<file path="src/rtl/ufib_pkg.sv">
`default_nettype none

package ufib_pkg;

    // Fixed field widths of the panel and the serial link.
    localparam int unsigned PIN_BITS  = 12;
    localparam int unsigned LED_BITS  = 8;
    localparam int unsigned SEG_BITS  = 11;
    localparam int unsigned REPLY_LEN = 10;
    localparam int unsigned IDX_W     = $clog2(REPLY_LEN);

    // Byte that opens every command frame and every reply.
    localparam logic [7:0] FRAME_HEADER = 8'hAA;

    // Payload of one received byte together with the sampled panel inputs.
    typedef struct packed {
        logic [7:0]          rx_byte;
        logic [3:0]          toggle_pins;
        logic [3:0]          button_pins;
        logic [PIN_BITS-1:0] pot_a;
        logic [PIN_BITS-1:0] pot_b;
        logic [PIN_BITS-1:0] pot_c;
        logic [PIN_BITS-1:0] pot_d;
    } in_item_t;

    // Payload of one reply byte.
    typedef struct packed {
        logic [7:0]          tx_byte;
        logic                reply_last;
        logic [LED_BITS-1:0] led_drive;
        logic [SEG_BITS-1:0] segment_drive;
    } out_item_t;

    // Status of the reply job queue as seen by its neighbors.
    typedef struct packed {
        logic full;
        logic not_empty;
    } q_status_t;

endpackage

`default_nettype wire

</file>
<file path="src/rtl/ufib_if.sv">
`default_nettype none

// Channel carrying received bytes into the bridge.
interface ufib_in_if;
    logic               valid;
    logic               ready;
    ufib_pkg::in_item_t data;

    modport source (output valid, output data, input ready);
    modport sink   (input valid, input data, output ready);
endinterface

// Channel carrying reply bytes out of the bridge.
interface ufib_out_if;
    logic                valid;
    logic                ready;
    ufib_pkg::out_item_t data;

    modport source (output valid, output data, input ready);
    modport sink   (input valid, input data, output ready);
endinterface

`default_nettype wire

</file>
<file path="src/rtl/ufib_front.sv">
`default_nettype none

module ufib_front #(
    parameter int unsigned KEPT  = 12,
    parameter int unsigned JOB_W = 4 * KEPT + 27
) (
    input  wire logic                 clk,
    input  wire logic                 rst_n,
    ufib_in_if.sink                   rx,
    input  wire ufib_pkg::q_status_t  q_status,
    output logic                      push,
    output logic [JOB_W-1:0]          push_job
);

    logic                              collecting_reg, collecting_next;
    logic [1:0]                        data_count_reg, data_count_next;
    logic [7:0]                        captured_reg [2];
    logic [ufib_pkg::LED_BITS-1:0]     led_reg, led_next;
    logic [ufib_pkg::SEG_BITS-1:0]     seg_reg, seg_next;
    logic                              accept;
    logic                              frame_end;
    logic [7:0]                        switch_byte;

    // A frame-completing transaction needs room in the queue; all others pass freely.
    assign frame_end = collecting_reg && data_count_reg[1];
    assign rx.ready  = !(frame_end && q_status.full);
    assign accept    = rx.valid && rx.ready;
    assign push      = accept && frame_end;

    // Toggles raw in the low nibble, active-low buttons inverted in the high nibble.
    assign switch_byte = {~rx.data.button_pins, rx.data.toggle_pins};

    // Frame parser: hunt for the header, then gather three data bytes.
    always_comb
    begin
        collecting_next = collecting_reg;
        data_count_next = data_count_reg;
        led_next        = led_reg;
        seg_next        = seg_reg;
        if (accept)
        begin
            if (!collecting_reg)
            begin
                if (rx.data.rx_byte == ufib_pkg::FRAME_HEADER)
                begin
                    collecting_next = 1'b1;
                    data_count_next = 2'd0;
                end
            end
            else if (!data_count_reg[1])
            begin
                data_count_next = data_count_reg + 2'd1;
            end
            else
            begin
                led_next        = captured_reg[0];
                seg_next        = {rx.data.rx_byte[2:0], captured_reg[1]};
                collecting_next = 1'b0;
                data_count_next = 2'd0;
            end
        end
    end

    always_ff @(posedge clk or negedge rst_n)
    begin
        if (!rst_n)
        begin
            collecting_reg <= 1'b0;
            data_count_reg <= 2'd0;
            led_reg        <= '0;
            seg_reg        <= '0;
        end
        else
        begin
            collecting_reg <= collecting_next;
            data_count_reg <= data_count_next;
            led_reg        <= led_next;
            seg_reg        <= seg_next;
        end
    end

    // The first two data bytes are held until the third one arrives.
    always_ff @(posedge clk)
    begin
        if (accept && collecting_reg && !data_count_reg[1])
        begin
            captured_reg[data_count_reg[0]] <= rx.data.rx_byte;
        end
    end

    // Reply job: latched outputs, switch byte and the masked pot samples.
    assign push_job = {seg_next, led_next, switch_byte,
                       rx.data.pot_d[KEPT-1:0], rx.data.pot_c[KEPT-1:0],
                       rx.data.pot_b[KEPT-1:0], rx.data.pot_a[KEPT-1:0]};

    push_only_at_frame_end : assert property (@(posedge clk) disable iff (!rst_n)
        push |-> (collecting_reg && data_count_reg == 2'd2))
        else $error("reply job pushed outside the third data byte");

    frame_end_returns_to_hunt : assert property (@(posedge clk) disable iff (!rst_n)
        push |=> (!collecting_reg && data_count_reg == 2'd0))
        else $error("parser did not return to hunting after a frame");

    count_bounded : assert property (@(posedge clk) disable iff (!rst_n)
        data_count_reg != 2'd3)
        else $error("data count out of range");

endmodule

`default_nettype wire

</file>
<file path="src/rtl/ufib_queue.sv">
`default_nettype none

module ufib_queue #(
    parameter int unsigned JOB_W = 75
) (
    input  wire logic                 clk,
    input  wire logic                 rst_n,
    input  wire logic                 push,
    input  wire logic [JOB_W-1:0]     push_job,
    input  wire logic                 pop,
    output logic [JOB_W-1:0]          head_job,
    output ufib_pkg::q_status_t       status
);

    logic [JOB_W-1:0] entry_reg [2];
    logic             wr_ptr_reg, wr_ptr_next;
    logic             rd_ptr_reg, rd_ptr_next;
    logic [1:0]       count_reg,  count_next;

    // Pointer and occupancy update for a two-entry queue.
    always_comb
    begin
        wr_ptr_next = push ? !wr_ptr_reg : wr_ptr_reg;
        rd_ptr_next = pop  ? !rd_ptr_reg : rd_ptr_reg;
        count_next  = count_reg + {1'b0, push} - {1'b0, pop};
    end

    always_ff @(posedge clk or negedge rst_n)
    begin
        if (!rst_n)
        begin
            wr_ptr_reg <= 1'b0;
            rd_ptr_reg <= 1'b0;
            count_reg  <= 2'd0;
        end
        else
        begin
            wr_ptr_reg <= wr_ptr_next;
            rd_ptr_reg <= rd_ptr_next;
            count_reg  <= count_next;
        end
    end

    always_ff @(posedge clk)
    begin
        if (push)
        begin
            entry_reg[wr_ptr_reg] <= push_job;
        end
    end

    assign head_job         = entry_reg[rd_ptr_reg];
    assign status.full      = count_reg[1];
    assign status.not_empty = count_reg != 2'd0;

    no_overflow : assert property (@(posedge clk) disable iff (!rst_n)
        push |-> (!count_reg[1] || pop))
        else $error("reply job queue overflow");

    no_underflow : assert property (@(posedge clk) disable iff (!rst_n)
        pop |-> (count_reg != 2'd0))
        else $error("reply job queue underflow");

    count_bounded : assert property (@(posedge clk) disable iff (!rst_n)
        count_reg != 2'd3)
        else $error("reply job queue count out of range");

endmodule

`default_nettype wire

</file>
<file path="src/rtl/ufib_back.sv">
`default_nettype none

module ufib_back #(
    parameter int unsigned KEPT  = 12,
    parameter int unsigned JOB_W = 4 * KEPT + 27
) (
    input  wire logic                 clk,
    input  wire logic                 rst_n,
    input  wire ufib_pkg::q_status_t  q_status,
    input  wire logic [JOB_W-1:0]     head_job,
    output logic                      pop,
    ufib_out_if.source                tx
);

    localparam logic [ufib_pkg::IDX_W-1:0] LAST_IDX =
        ufib_pkg::IDX_W'(ufib_pkg::REPLY_LEN - 1);
    localparam logic [ufib_pkg::IDX_W-1:0] FIRST_IDX = '0;

    logic [ufib_pkg::IDX_W-1:0]    idx_reg, idx_next;
    logic [ufib_pkg::IDX_W-1:0]    idx_m1;
    logic                          out_valid_reg, out_valid_next;
    ufib_pkg::out_item_t           out_reg, out_next;
    logic                          load;
    logic [1:0]                    pot_sel;
    logic [KEPT-1:0]               pot_val;
    logic [15:0]                   pot_word;
    logic [7:0]                    byte_val;
    logic [7:0]                    switch_byte;
    logic [ufib_pkg::LED_BITS-1:0] led_val;
    logic [ufib_pkg::SEG_BITS-1:0] seg_val;

    // Fields of the job at the head of the queue.
    assign switch_byte = head_job[4*KEPT +: 8];
    assign led_val     = head_job[4*KEPT + 8 +: ufib_pkg::LED_BITS];
    assign seg_val     = head_job[4*KEPT + 16 +: ufib_pkg::SEG_BITS];

    // Pot bytes follow the header in low/high pairs.
    assign idx_m1   = idx_reg - 1'b1;
    assign pot_sel  = idx_m1[2:1];
    assign pot_val  = head_job[pot_sel*KEPT +: KEPT];
    assign pot_word = 16'(pot_val);

    always_comb
    begin
        if (idx_reg == FIRST_IDX)
        begin
            byte_val = ufib_pkg::FRAME_HEADER;
        end
        else if (idx_reg == LAST_IDX)
        begin
            byte_val = switch_byte;
        end
        else if (idx_m1[0])
        begin
            byte_val = pot_word[15:8];
        end
        else
        begin
            byte_val = pot_word[7:0];
        end
    end

    // The output register refills, while a job is queued, whenever it is empty or being drained.
    assign load = q_status.not_empty && (!out_valid_reg || tx.ready);
    assign pop  = load && (idx_reg == LAST_IDX);

    always_comb
    begin
        idx_next       = idx_reg;
        out_next       = out_reg;
        out_valid_next = out_valid_reg && !tx.ready;
        if (load)
        begin
            idx_next                = (idx_reg == LAST_IDX) ? FIRST_IDX : idx_reg + 1'b1;
            out_valid_next          = 1'b1;
            out_next.tx_byte        = byte_val;
            out_next.reply_last     = idx_reg == LAST_IDX;
            out_next.led_drive      = led_val;
            out_next.segment_drive  = seg_val;
        end
    end

    always_ff @(posedge clk or negedge rst_n)
    begin
        if (!rst_n)
        begin
            idx_reg       <= FIRST_IDX;
            out_valid_reg <= 1'b0;
        end
        else
        begin
            idx_reg       <= idx_next;
            out_valid_reg <= out_valid_next;
        end
    end

    always_ff @(posedge clk)
    begin
        out_reg <= out_next;
    end

    assign tx.valid = out_valid_reg;
    assign tx.data  = out_reg;

    idx_bounded : assert property (@(posedge clk) disable iff (!rst_n)
        idx_reg <= LAST_IDX)
        else $error("reply byte index out of range");

    reply_opens_with_header : assert property (@(posedge clk) disable iff (!rst_n)
        (load && idx_reg == FIRST_IDX) |=> (tx.data.tx_byte == ufib_pkg::FRAME_HEADER
                                             && !tx.data.reply_last))
        else $error("reply does not open with the header");

    last_byte_restarts : assert property (@(posedge clk) disable iff (!rst_n)
        pop |=> (idx_reg == FIRST_IDX && tx.data.reply_last))
        else $error("reply index did not restart after the last byte");

endmodule

`default_nettype wire

</file>
<file path="src/rtl/uart_frame_io_bridge_core.sv">
`default_nettype none

// Serial frame bridge for a small I/O panel. Received bytes are dropped until
// the header 0xAA; the next three bytes form a command that sets the LED byte
// and the 11 segment bits, and each command produces a 10-byte reply (header,
// four pot samples as little-endian 16-bit words masked to min(POT_BITS,
// PIN_BITS) bits, and the switch byte) on the output channel, one byte per
// cycle while the output channel is ready. The input side accepts one
// transaction per cycle; it stalls only on a command-completing byte while
// the two-entry reply job queue is full. Reply output is paced by the single
// byte serializer, so back-to-back commands are bound by ten reply bytes per
// four input bytes. With no earlier reply in flight, the first reply byte is
// stored in the job queue and then the output register before it is valid.
module uart_frame_io_bridge_core #(
    parameter int unsigned POT_BITS = 12
) (
    input  wire logic   clk,
    input  wire logic   rst_n,
    ufib_in_if.sink     rx_chan,
    ufib_out_if.source  tx_chan
);

    localparam int unsigned KEPT  = (POT_BITS < ufib_pkg::PIN_BITS) ?
                                    POT_BITS : ufib_pkg::PIN_BITS;
    localparam int unsigned JOB_W = 4 * KEPT + 8 + ufib_pkg::LED_BITS
                                    + ufib_pkg::SEG_BITS;

    ufib_pkg::q_status_t q_status;
    logic                push;
    logic [JOB_W-1:0]    push_job;
    logic                pop;
    logic [JOB_W-1:0]    head_job;

    // Parser and reply job builder.
    ufib_front #(
        .KEPT  (KEPT),
        .JOB_W (JOB_W)
    ) u_front (
        .clk      (clk),
        .rst_n    (rst_n),
        .rx       (rx_chan),
        .q_status (q_status),
        .push     (push),
        .push_job (push_job)
    );

    // Queue of pending replies between parser and serializer.
    ufib_queue #(
        .JOB_W (JOB_W)
    ) u_queue (
        .clk      (clk),
        .rst_n    (rst_n),
        .push     (push),
        .push_job (push_job),
        .pop      (pop),
        .head_job (head_job),
        .status   (q_status)
    );

    // Reply byte serializer with output register.
    ufib_back #(
        .KEPT  (KEPT),
        .JOB_W (JOB_W)
    ) u_back (
        .clk      (clk),
        .rst_n    (rst_n),
        .q_status (q_status),
        .head_job (head_job),
        .pop      (pop),
        .tx       (tx_chan)
    );

endmodule

`default_nettype wire
</file>
<file path="src/flat_wrapper.sv">
// flat-port wrapper written by rule: the top's interface ports become plain ports
module uart_frame_io_bridge_core_flat 
#(
    parameter int unsigned POT_BITS = 12
)
  (clk, rst_n, rx_chan_valid, rx_chan_data, rx_chan_ready, tx_chan_valid, tx_chan_data, tx_chan_ready);
  ufib_in_if rx_chan_i ();
  ufib_out_if tx_chan_i ();
  input  wire logic clk;
  input  wire logic rst_n;
  input wire logic [$bits(rx_chan_i.valid)-1:0] rx_chan_valid;
  input wire logic [$bits(rx_chan_i.data)-1:0] rx_chan_data;
  output wire logic [$bits(rx_chan_i.ready)-1:0] rx_chan_ready;
  output wire logic [$bits(tx_chan_i.valid)-1:0] tx_chan_valid;
  output wire logic [$bits(tx_chan_i.data)-1:0] tx_chan_data;
  input wire logic [$bits(tx_chan_i.ready)-1:0] tx_chan_ready;
  assign rx_chan_i.valid = rx_chan_valid;
  assign rx_chan_i.data = rx_chan_data;
  assign rx_chan_ready = rx_chan_i.ready;
  assign tx_chan_valid = tx_chan_i.valid;
  assign tx_chan_data = tx_chan_i.data;
  assign tx_chan_i.ready = tx_chan_ready;
  uart_frame_io_bridge_core #(.POT_BITS(POT_BITS)) u_core (.clk(clk), .rst_n(rst_n), .rx_chan(rx_chan_i), .tx_chan(tx_chan_i));
endmodule
</file>
<file path="config.mk">
export PLATFORM = sky130hd
export DESIGN_NAME = uart_frame_io_bridge_core_flat
export DESIGN_NICKNAME = d
export VERILOG_FILES = /design/src/rtl/ufib_pkg.sv /design/src/rtl/ufib_if.sv /design/src/rtl/ufib_front.sv /design/src/rtl/ufib_queue.sv /design/src/rtl/ufib_back.sv /design/src/rtl/uart_frame_io_bridge_core.sv /design/src/flat_wrapper.sv
export SDC_FILE = /design/constraint.sdc
export NUM_CORES = 1
export LEC_CHECK = 0
export BUFFER_PORTS_ARGS = -buffer_cell sky130_fd_sc_hd__buf_4
export CORE_ASPECT_RATIO = 0.75
export CORE_MARGIN = 4
export CORE_UTILIZATION = 62
export CTS_CLUSTER_SIZE = 30
export DETAILED_ROUTE_END_ITERATION = 7
export GPL_ROUTABILITY_DRIVEN = 0
export PLACE_DENSITY_LB_ADDON = 0.25
export SYNTH_ARGS = -nofsm -noshare
export SYNTH_HDL_FRONTEND = slang
export SYNTH_SLANG_ARGS = --single-unit
</file>
<file path="constraint.sdc">
create_clock -name clk -period 8.9 [get_ports clk]
set_input_delay 2.67 -clock clk [delete_from_list [all_inputs] [get_ports clk]]
set_output_delay 2.67 -clock clk [all_outputs]
set_load 0.02 [all_outputs]
</file>
# Yosys cells after proc, flatten, opt, wreduce, memory -nomap -nowiden
# Memories as Yosys holds them, arrays and structs flattened.
# Index checks and enable logic that the tools add are counted.
dict set report word_totals {
  ff_bits 59
  mem_bits_rw 166
  in_bits 68
  output_inout_bits 30
  wordCells 65
  n_memories 2
}
dict set report op_classes {
  addsub 5
  mul 1
  n_eq_ne 2
  shifts 1
  n_mux 20
  bitwise_logic 1
  n_reduce_logical 20
}
# memory words word_bits read_ports rd_clocked_by_memory_dff wr line
set memory_table {}
lappend memory_table {u_core.u_queue.entry_reg 2 75 1 0 1 ufib_queue.sv:15} ;# logic [JOB_W-1:0] entry_reg [2];
lappend memory_table {u_core.u_front.captured_reg 2 8 2 0 1 ufib_front.sv:17} ;# logic [7:0] captured_reg [2];
# cell count
set op_table {}
lappend op_table {{indexed part select 75 x 7 -> 12 bit} 1}
lappend op_table {{two-way mux 8 bit} 5}
lappend op_table {{two-way mux 11 bit} 3}
lappend op_table {{logical AND 1 bit} 9}
lappend op_table {{== test 8 bit (second input constant)} 1}
lappend op_table {{two-way mux 1 bit} 8}
lappend op_table {{zero test 1 bit} 6}
lappend op_table {{two-way mux 2 bit} 3}
lappend op_table {{adder 4 x 1 -> 4 bit (second input constant)} 1}
lappend op_table {{== test 4 bit (second input constant)} 1}
lappend op_table {{zero test 4 bit} 1}
lappend op_table {{multiplier 2 x 2 -> 4 bit (second input constant)} 1}
lappend op_table {{two-way mux 4 bit} 1}
lappend op_table {{inverter 4 bit} 1}
lappend op_table {{nonzero test 2 bit} 2}
lappend op_table {{subtractor 3 x 1 -> 3 bit (second input constant)} 1}
lappend op_table {{adder 2 x 1 -> 2 bit} 1}
lappend op_table {{adder 2 x 1 -> 2 bit (second input constant)} 1}
lappend op_table {{AND reduction 2 bit} 1}
lappend op_table {{subtractor 2 x 1 -> 2 bit} 1}
lappend op_table {{logical OR 1 bit} 1}

# Depth between registers and ports, before layout
# Gate-level depths: netlist of run 1.
dict set report depth {
  ltp_word 8
  ltp_mapped 8
  mapped_depth_nobuf 8
}

# By module
# A second synthesis of run 1 with hierarchy kept.
dict set report unflattened {
  cells_unflattened 525
  hier_area_um2 9467.8
}
# module n_inst cells_per_inst area_per_inst_um2 seq_area_each_um2
set modules_own_cells {}
lappend modules_own_cells {ufib_queue 1 248 5766.8 4604.4}
lappend modules_own_cells {ufib_front 1 134 1871.8 1031.0}
lappend modules_own_cells {ufib_back 1 143 1829.3 965.9}

# Worst setup path after synthesis of run 1
# OpenSTA, ideal clock, no wires.
dict set report synth_path {
  path_kind {input -> register}
  from {input rx_chan_valid}
  to {memory u_core.u_queue.entry_reg[0][0], enable pin}
  setup_ps 509
  arrival_time_ps 6300
  t_required_ps 8391
  slack_ps 2091
  cell_stages 3
  n_path_buf 1
  path_cell_list {nand4b_1 > buf_2 > nor2_1}
}
dict set report synth_via {
  elab_chain_cells 4
}
# item line
set synth_rtl {}
lappend synth_rtl {{start, declared} flat_wrapper.sv:11} ;# input wire logic [$bits(rx_chan_i.valid)-1:0] rx_chan_valid;
lappend synth_rtl {{logical AND 1 bit} ufib_front.sv:27} ;# assign accept = rx.valid && rx.ready;
lappend synth_rtl {{logical AND 1 bit} ufib_front.sv:28} ;# assign push = accept && frame_end;
lappend synth_rtl {{two-way mux 1 bit} ufib_queue.sv:46} ;# if (push)
lappend synth_rtl {{two-way mux 1 bit (implied by the code)} ufib_queue.sv:48} ;# entry_reg[wr_ptr_reg] <= push_job;
lappend synth_rtl {{end, declared} ufib_queue.sv:15}
# Every way passes these cells.

# Worst setup path after layout of run 1
dict set report layout_path {
  from {input rx_chan_valid}
  to {memory u_core.u_queue.entry_reg[0][12], enable pin}
}
# Same word-level chain as after synthesis.

==> impl_metrics.json, run 1 <==
{
  "status": "finished, final reports clean",
  "start_util_pct": 64.3,
  "cp_max_fo": 51,
  "final_common_cell": "edfxtp_1",
  "overflow": 0,
  "rsz0062_at_grt": "false",
  "ys_ff_latch": 225,
  "rr_worst_depth": 6,
  "antennaDiodeCount": 0,
  "finalPower_mw": 2.86,
  "period_needed_ps": 4350,
  "drt_iter0_markers": 393,
  "synth_edf_count": 194,
  "pre_cts_ws_ps": 4030,
  "place.detailed.hpwl_um": 9600,
  "final_util_pct": 76.0,
  "fillCellCount": 723,
  "finalSetupTns_ps": 0,
  "r2r_slack_ps": 5890,
  "cts_tree": "built",
  "clock_sinks": 225,
  "cts-root-buf": "clkbuf_16",
  "dp_cells": 662,
  "min_period_over_period_pct": 48.8,
  "p_switching_mw": 0.798,
  "worstHoldStart": "u_core.u_front.seg_reg[0]",
  "crit_type": "input port to register",
  "die_y_um": 109,
  "worst_slack_ps": 4550,
  "finalNonFillerCells": 700,
  "switching_share_pct": 27.9,
  "power.leakage_nw": 3.84,
  "p_clk_share_pct": 29.1,
  "htree_num_levels": 1,
  "core_um2": 13200,
  "drt-wirelength-per-cell_um": 21.8,
  "seqPwrFrac_pct": 45.4,
  "maxCapViolations": 0,
  "grt_pass1_wl_um": 23500,
  "avgSynthCellArea_um2": 21.0,
  "ctsHoldBuffers": 0,
  "die_x_um": 143,
  "cts_made_buffers": 21,
  "vias": 4073,
  "worst_setup_path_end_kind": "register",
  "grt_pass1_vias": 4247,
  "slew_headroom_pct": 18.2,
  "grt_start_max_net_pins": 52,
  "critPathArrivalTime_ps": 4460,
  "final_cell_mix": "edfxtp_1 (194), buf_4 (102), mux2_2 (47), dfrtp_1 (30), clkbuf_16 (21)",
  "worstMarginPinSlew_ps": 1230,
  "synth_area_um2": 8460,
  "slew_viol_final": 0,
  "hold_slack_ps": 505,
  "internal_power_mw": 2.06,
  "drt_pass1_iterations": 4,
  "syn-num-nets": 477,
  "cts_resized": 0,
  "area_growth_pct": 18.1,
  "r2r-start": "u_core.u_back.idx_reg[0]",
  "avgViaCountPerCell": 5.82,
  "num_rows": 36,
  "yosysWarnings": 0,
  "antenna_left": 0,
  "synth_cell_types": 37,
  "fin_area_um2": 9990,
  "drc_errors": 0,
  "largest_reg_flops": 150,
  "whs_path_depth": 1,
  "finalHoldViolCount": 0,
  "fin_nets": 588,
  "placed_area_um2": 9350,
  "synthFlopType": "edfxtp_1",
  "cts_buffer_depth": 3,
  "drive_above_1_share_pct": 36.1,
  "clkTransAtPathRegs_ps": 60,
  "comb_power_share_pct": 25.4,
  "setup_viol": 0,
  "port_buffers": 97,
  "seq_area_um2": 6600,
  "antenna_found_initial": 0,
  "routed_wl_um": 15300,
  "power_density_nw_per_um2": 286,
  "skew_ps": 10.0,
  "clk_latency_ps": 490,
  "synth_async_sr_flop_share_pct": 13.8,
  "timing.rr.end": "u_core.u_back.tx.data[22]",
  "track_usage_pct": 20.1,
  "clock.fmax_ghz": 0.230,
  "critPathRequiredTime_ps": 9020,
  "holdPathEnd": "u_core.u_front.seg_reg[0]",
  "synthCells": 403,
  "seq_area_frac_synth_pct": 78.0,
  "ir_worst_vdd_mv": 0.165,
  "dieArea_um2": 15600,
  "multi_input_area_um2": 1730,
  "pin_count": 98,
  "hp-class": "register to register",
  "post-cts-setup-buffers": 0,
  "critPathLaunchType": "input port"
}
-- logic make-up (layout without fill, tap and decap cells) --
kind of cell | Yosys count | after routing | share of synthesized area, %
DFF | 225 | 225 | 78.0
muxes | 85 | 85 | 14.9
and+or+nand+nor | 34 | 34 | 2.08
buffers and inverters | 24 | 150 | 1.85
AOI/OAI and AO/OA | 23 | 23 | 1.69
adders and majority gates | 6 | 6 | 0.887
xor gates and xnor gates | 6 | 6 | 0.621
-- cells in the mapped netlist (4+ instances only) --
master	n	area share, %
edfxtp_1	194	69
mux2_2	47	6.3
dfrtp_1	31	9.2
mux2i_1	14	1.7
mux4_1	13	4.0
mux4_2	11	2.9
inv_1	9	0.40
nor2_1	9	0.40
nand2_1	8	0.35
o21ai_0	7	0.41
a21oi_1	6	0.35
ha_1	6	0.89
buf_2	5	0.30
buf_6	4	0.53
o221ai_1	4	0.41
-- worst max-delay path, cell delays in order --
cell	delay (ps)
buf_4	110
nand4b_1	80
buf_4	270
nor2_4	580
buf_4	690
-- routing by layer --
layer	global-route usage (%)	part of all wire, %
met4	4.75	1.9
met5	0	0
met1	28.8	42
met3	4.52	7.0
met2	32.5	49
-- power groups by stage --
stage / Clock [mW] / Sequential [mW] / Combinational (mW)
finish: 0.833 / 1.30 / 0.727
global route: 0.893 / 1.31 / 0.780
CTS: 0.847 / 1.30 / 0.732
detailed placement: 0 / 1.32 / 0.725
global placement: 0 / 1.32 / 0.707
floorplan: 0 / 1.36 / 0.475
-- how the worst max path moves through the flow --
stage / startpoint / end / slack, ps
after floorplan: rx_chan_valid / u_core.u_queue.entry_reg[0][0] / 2090
after global placement: rx_chan_valid / u_core.u_queue.entry_reg[0][21] / 4070
after detailed placement: rx_chan_valid / u_core.u_queue.entry_reg[0][9] / 4030
after CTS: rx_chan_valid / u_core.u_queue.entry_reg[0][12] / 4540
after global routing: rx_chan_valid / u_core.u_queue.entry_reg[0][12] / 4420
final: rx_chan_valid / u_core.u_queue.entry_reg[0][12] / 4550
-- final cells by class --
class	instances	area share [%]
clock buffer	30	5.80
inverter	10	0.376
tap	171	2.14
clock inverter	8	0.639
multi-input combinational	154	17.3
sequential	225	66.1
timing repair buffer	102	7.66
(Power assumes the default switching activity.)
==> run 2, diff against run 1 <==
--- a/config.mk
+++ b/config.mk
@@ -5,10 +5,11 @@
 export SDC_FILE = /design/constraint.sdc
 export NUM_CORES = 1
 export LEC_CHECK = 0
+export ABC_AREA = 1
 export BUFFER_PORTS_ARGS = -buffer_cell sky130_fd_sc_hd__buf_4
 export CORE_ASPECT_RATIO = 0.75
 export CORE_MARGIN = 4
-export CORE_UTILIZATION = 62
+export CORE_UTILIZATION = 52
 export CTS_CLUSTER_SIZE = 30
 export DETAILED_ROUTE_END_ITERATION = 7
 export GPL_ROUTABILITY_DRIVEN = 0
==> constraint.sdc (replaced) <==
create_clock -name clk -period 3.98 [get_ports clk]
set_input_delay 1.194 -clock clk [delete_from_list [all_inputs] [get_ports clk]]
set_output_delay 1.194 -clock clk [all_outputs]
set_load 0.02 [all_outputs]
==> run 2 against run 1 <==
Net effect: combinational power is 44% higher; wire length is 14% higher; die area is 21% higher; cell count is 46% higher; critical endpoint is now u_core.u_back.tx.data[20].
==> impl_metrics.json, run 2 <==
{
  "setup_viol": 0,
  "fin_nets": 873,
  "cp_max_fo": 29,
  "synthFlopType": "edfxtp_1",
  "hp-class": "register to register",
  "finalNonFillerCells": 1023,
  "cts-root-buf": "clkbuf_16",
  "post-cts-setup-buffers": 0,
  "slew_headroom_pct": 37.6,
  "synthCells": 698,
  "path_delay_family": "buffers and inverters",
  "critPathRequiredTime_ps": 4220,
  "period_needed_ps": 2990,
  "cts_made_buffers": 21,
  "netlist_top_cells_count": "nand2_1 (254), edfxtp_1 (194), nand3_1 (53)",
  "grt_pass1_vias": 5290,
  "maxCapViolations": 0,
  "largest_reg_flops": 150,
  "drt-wirelength-per-cell_um": 17.0,
  "place.detailed.hpwl_um": 11500,
  "htree_num_levels": 1,
  "vias": 5338,
  "drc_errors": 0,
  "dieArea_um2": 18900,
  "clk_latency_ps": 490,
  "final_common_cell": "nand2_1",
  "cts_resized": 0,
  "critPathArrivalTime_ps": 3230,
  "power_density_nw_per_um2": 555,
  "slew_viol_final": 0,
  "yosys.area.top_type_share_pct": 67.0,
  "ir_worst_vdd_mv": 0.518,
  "drive_above_1_share_pct": 17.7,
  "clock.fmax_ghz": 0.334,
  "fin_area_um2": 10300,
  "crit_buf_inv": 4,
  "num_rows": 40,
  "port_buffers": 97,
  "synth_top_area_cell": "edfxtp_1",
  "finalSetupTns_ps": 0,
  "synth_cell_types": 26,
  "die_x_um": 157,
  "clock_sinks": 225,
  "final_util_pct": 63.2,
  "antennaDiodeCount": 0,
  "status": "finished, final reports clean",
  "skew_ps": 18.0,
  "rr_worst_depth": 10,
  "yosysMostFrequentCell": "nand2_1",
  "cpMostUsedCell": "nand3_1",
  "pin_count": 98,
  "cp.depth": 10,
  "drt_iter0_markers": 440,
  "overflow": 0,
  "core_um2": 16200,
  "fillCellCount": 1245,
  "antenna_found_initial": 0,
  "avgSynthCellArea_um2": 12.5,
  "ctsHoldBuffers": 0,
  "finalPower_mw": 5.69,
  "synth_edf_count": 194,
  "final_cell_mix": "nand2_1 (254), edfxtp_1 (194), buf_4 (107), nand3_1 (53), nor2_1 (39)",
  "finalHoldViolCount": 0,
  "synth_area_um2": 8690,
  "syn-num-nets": 772,
  "area_growth_pct": 17.9,
  "critPathLaunchType": "register",
  "cts_tree": "built",
  "yosysWarnings": 0,
  "grt_pass1_wl_um": 27600,
  "cp_cell_sequence": "clkinv_1, ha_1, buf_4, inv_1, nand3_1, nand3_1, nand3_1, nand3_1, nand2_1, inv_1",
  "cp_slowest_cell": "dfrtp_1",
  "worst_setup_path_end_kind": "register",
  "placed_area_um2": 9580,
  "avgViaCountPerCell": 5.22,
  "worstMarginPinSlew_ps": 936,
  "rsz0062_at_grt": "false",
  "start_util_pct": 53.6,
  "dp_cells": 986,
  "synth_async_sr_flop_share_pct": 13.8,
  "die_y_um": 120,
  "synth.area.top_cells": "edfxtp_1 (67%), nand2_1 (11%), dfrtp_1 (8.9%), nand3_1 (3.1%), nor2_1 (1.8%)",
  "antenna_left": 0,
  "drt_pass1_iterations": 8,
  "slowest_delay_ps": 580,
  "clkTransAtPathRegs_ps": 70,
  "cts_buffer_depth": 3,
  "track_usage_pct": 18.6,
  "grt_start_max_net_pins": 77,
  "min_period_over_period_pct": 75.1,
  "whs_path_depth": 2,
  "seq_area_frac_synth_pct": 75.9,
  "power.leakage_nw": 4.25,
  "routed_wl_um": 17400,
  "crit_type": "register to register",
  "ys_ff_latch": 225
}
## run 2: cells by family (layout without fill, tap and decap cells)
logic type	Yosys count	after routing	share of synthesized area [%]
AOI/OAI and AO/OA	39	39	2.43
buffers and inverters	69	184	3.97
xor gates and xnor gates	6	6	0.605
DFF	225	225	75.9
adders and majority gates	6	6	0.864
and+or+nand+nor	353	353	16.2
## run 2: worst paths after layout
| check | from | slack, ps | to |
|---|---|---|---|
| setup / recovery | u_core.u_back.idx_reg[0] | 990 | u_core.u_back.tx.data[20] |
| hold / removal | u_core.u_front.led_reg[1] | 490 | u_core.u_front.led_reg[1] |
| setup reg to reg | u_core.u_back.idx_reg[0] | 990 | u_core.u_back.tx.data[20] |
| hold reg to reg | u_core.u_front.led_reg[1] | 490 | u_core.u_front.led_reg[1] |
| max in group asynchronous | rst_n | 3040 | u_core.u_queue.rd_ptr_reg |
| min in group asynchronous | rst_n | 610 | u_core.u_front.seg_reg[5] |
## run 2: worst min-delay path: stages, from the launching register on
cell	delay, ps
dfrtp_1	320
nand2_1	50
nand2_1	90
## run 2: metrics by stage
stage	hold slack [ps]	setup WS, ps
2_1_floorplan	450	-1240
3_3_place_gp	470	1120
3_5_place_dp	479	1040
4_1_cts	493	1040
5_1_grt	524	757
6_report	491	989
## run 2: cell type report
| cell class | count | area (µm²) | area share (%) |
|---|---|---|---|
| clock buffer | 28 | 572 | 5.58 |
| clock inverter | 9 | 100 | 0.976 |
| timing repair buffer | 107 | 803 | 7.84 |
| sequential | 225 | 6600 | 64.4 |
| tap | 210 | 263 | 2.56 |
| multi-input combinational | 404 | 1760 | 17.2 |
| inverter | 40 | 150 | 1.46 |
## run 2: power breakdown
| part | internal, mW | switching [mW] |
|---|---|---|
| logic | 0.363 | 0.684 |
| clock network | 1.14 | 0.801 |
| registers | 2.65 | 0.0516 |
## run 2: per-layer routing
layer	track usage, %	vias to the layer above	routed length, µm
met5	0	-	0
li1	-	2570	-
met4	4.30	0	289
met1	26.9	2565	7550
met2	30.1	182	8500
met3	2.96	21	1090
==> run 3, diff against run 2 <==
--- a/config.mk
+++ b/config.mk
@@ -9,7 +9,7 @@
 export BUFFER_PORTS_ARGS = -buffer_cell sky130_fd_sc_hd__buf_4
 export CORE_ASPECT_RATIO = 0.75
 export CORE_MARGIN = 4
-export CORE_UTILIZATION = 52
+export CORE_UTILIZATION = 58
 export CTS_CLUSTER_SIZE = 30
 export DETAILED_ROUTE_END_ITERATION = 7
 export GPL_ROUTABILITY_DRIVEN = 0
==> constraint.sdc (replaced) <==
create_clock -name clk -period 3 [get_ports clk]
set_input_delay 0.9 -clock clk [delete_from_list [all_inputs] [get_ports clk]]
set_output_delay 0.9 -clock clk [all_outputs]
set_load 0.02 [all_outputs]
==> run 3 against run 2 <==
Net effect: sequential power increased by 33%; clock-buffer cell count increased by 6; global-route usage increased by 3.0 points; non-clock buffer count increased by 3; sequential cell count unchanged; clock power increased by 31%; die area decreased by 9.8%; highest routed layer unchanged.
==> impl_metrics.json, run 3 (synthesis results as in run 2) <==
{
  "overflow": 0,
  "dr_wl_met3_um": 1270,
  "rsz0062_at_grt": "false",
  "drc_errors": 0,
  "grt_pass1_vias": 5784,
  "ctsHoldBuffers": 0,
  "cts_made_buffers": 21,
  "dieArea_um2": 17000,
  "timing.rr.end": "u_core.u_back.tx.data[23]",
  "area_growth_pct": 18.3,
  "cts-root-buf": "clkbuf_16",
  "seqPwrFrac_pct": 47.5,
  "fin_nets": 876,
  "crit_end": "u_core.u_back.tx.data[23]",
  "finalSetupTns_ps": 0,
  "final_common_cell": "nand2_1",
  "hold_slack_ps": 335,
  "skew_ps": 9.68,
  "post-cts-setup-buffers": 0,
  "slew_headroom_pct": 43.4,
  "vias": 5466,
  "clock.fmax_ghz": 0.421,
  "drt_iter0_markers": 569,
  "routed_wl_um": 17700,
  "cts_resized": 0,
  "clk_latency_ps": 490,
  "ir_worst_vdd_mv": 0.522,
  "port_buffers": 97,
  "critPathLaunchType": "register",
  "worst_slack_ps": 626,
  "grt_pass1_wl_um": 28800,
  "rr_worst_depth": 10,
  "internal_power_mw": 5.50,
  "pre_cts_ws_ps": 578,
  "track_usage_pct": 21.6,
  "final_cell_mix": "nand2_1 (254), edfxtp_1 (194), buf_4 (108), nand3_1 (53), nor2_1 (39)",
  "avgViaCountPerCell": 5.38,
  "power.leakage_nw": 4.27,
  "start_util_pct": 59.7,
  "maxCapViolations": 0,
  "clkTransAtPathRegs_ps": 60,
  "core_um2": 14500,
  "slew_viol_final": 0,
  "r2r_slack_ps": 630,
  "cts_tree": "built",
  "placed_area_um2": 9610,
  "finalHoldViolCount": 0,
  "final_util_pct": 70.7,
  "drt-wirelength-per-cell_um": 17.5,
  "period_needed_ps": 2370,
  "cts_buffer_depth": 3,
  "htree_num_levels": 1,
  "hp-class": "input port to async pin",
  "power_density_nw_per_um2": 733,
  "largest_reg_flops": 150,
  "comb_power_share_pct": 18.7,
  "antenna_left": 0,
  "min_period_over_period_pct": 79.1,
  "critPathRequiredTime_ps": 3240,
  "num_rows": 38,
  "drt_pass1_iterations": 5,
  "grt_start_max_net_pins": 77,
  "fin_area_um2": 10300,
  "pin_count": 98,
  "status": "finished, final reports clean",
  "cp_max_fo": 20,
  "r2r-start": "u_core.u_back.idx_reg[0]",
  "antennaDiodeCount": 0,
  "p_clk_share_pct": 33.8,
  "setup_viol": 0,
  "p_switching_mw": 2.04,
  "top_layer": "met4",
  "place.detailed.hpwl_um": 11000,
  "switching_share_pct": 27.1,
  "drive_above_1_share_pct": 18.0,
  "startpoint": "u_core.u_back.idx_reg[0]",
  "worstMarginPinSlew_ps": 849,
  "antenna_found_initial": 0,
  "worst_setup_path_end_kind": "register",
  "crit_type": "register to register",
  "m1WireLength_um": 7570,
  "die_y_um": 114,
  "critPathArrivalTime_ps": 2610,
  "wl_met2_um": 8470,
  "die_x_um": 149,
  "clock_sinks": 225
}
==> run 3: changes by cell type in the layout (fill, tap and decap cells not counted), sizes merged <==
cell / change
clkinv: -3
clkbuf: +6
inv: -1
buf: +3
bufinv: -2
==> run 3: worst min-delay path by stage <==
stage / startpoint / to / slack [ps] / cells after the start
6_report: rst_n / u_core.u_front.seg_reg[4] / 330 / 1
5_1_grt: rst_n / u_core.u_front.seg_reg[4] / 360 / 1
4_1_cts: rst_n / u_core.u_front.seg_reg[3] / 330 / 1
3_5_place_dp: u_core.u_front.captured_reg[1][5] / u_core.u_front.seg_reg[5] / 490 / 2
3_3_place_gp: u_core.u_front.data_count_reg[1] / u_core.u_front.data_count_reg[1] / 470 / 2
2_1_floorplan: u_core.u_front.captured_reg[0][0] / u_core.u_front.led_reg[0] / 450 / 2
==> run 3: through the flow <==
| step | std cells | total power [mW] |
|---|---|---|
| floorplan | 698 | 4.59 |
| global placement | 979 | 4.96 |
| detailed placement | 979 | 5.03 |
| CTS | 1016 | 7.58 |
| global route | 1016 | 7.91 |
| finish | 1016 | 7.53 |
==> run 3: area by class of cell <==
type / count / area, µm²
clock inverter: 3 / 13.8
multi-input combinational: 404 / 1760
timing repair buffer: 110 / 851
tap: 200 / 250
clock buffer: 34 / 656
sequential: 225 / 6600
inverter: 40 / 150
fill: 1028 / 4270
==> run 3: power groups by stage <==
stage                     Sequential (mW)  Combinational [mW]  Clock [mW]
after floorplan                      3.65               0.940           0
after global placement               3.64                1.32           0
after detailed placement             3.64                1.39           0
after CTS                            3.58                1.41        2.59
after global routing                 3.58                1.60        2.73
final                                3.58                1.41        2.54
==> run 3: metal layers <==
metal	track usage [%]	up-vias
met4	6.28	0
met2	36.0	212
met1	29.8	2657
met3	3.93	35
li1	-	2562
met5	0	-
==> run 3: critical path: stages (launching register included) <==
cell and delay [ps]:
dfrtp_1 570, clkinv_1 150, ha_1 330, inv_1 520
nand3_1 180, nand3_1 120, nand2_1 60, nand2_1 50
nand2_1 50, nand2_1 50, nand2_1 50
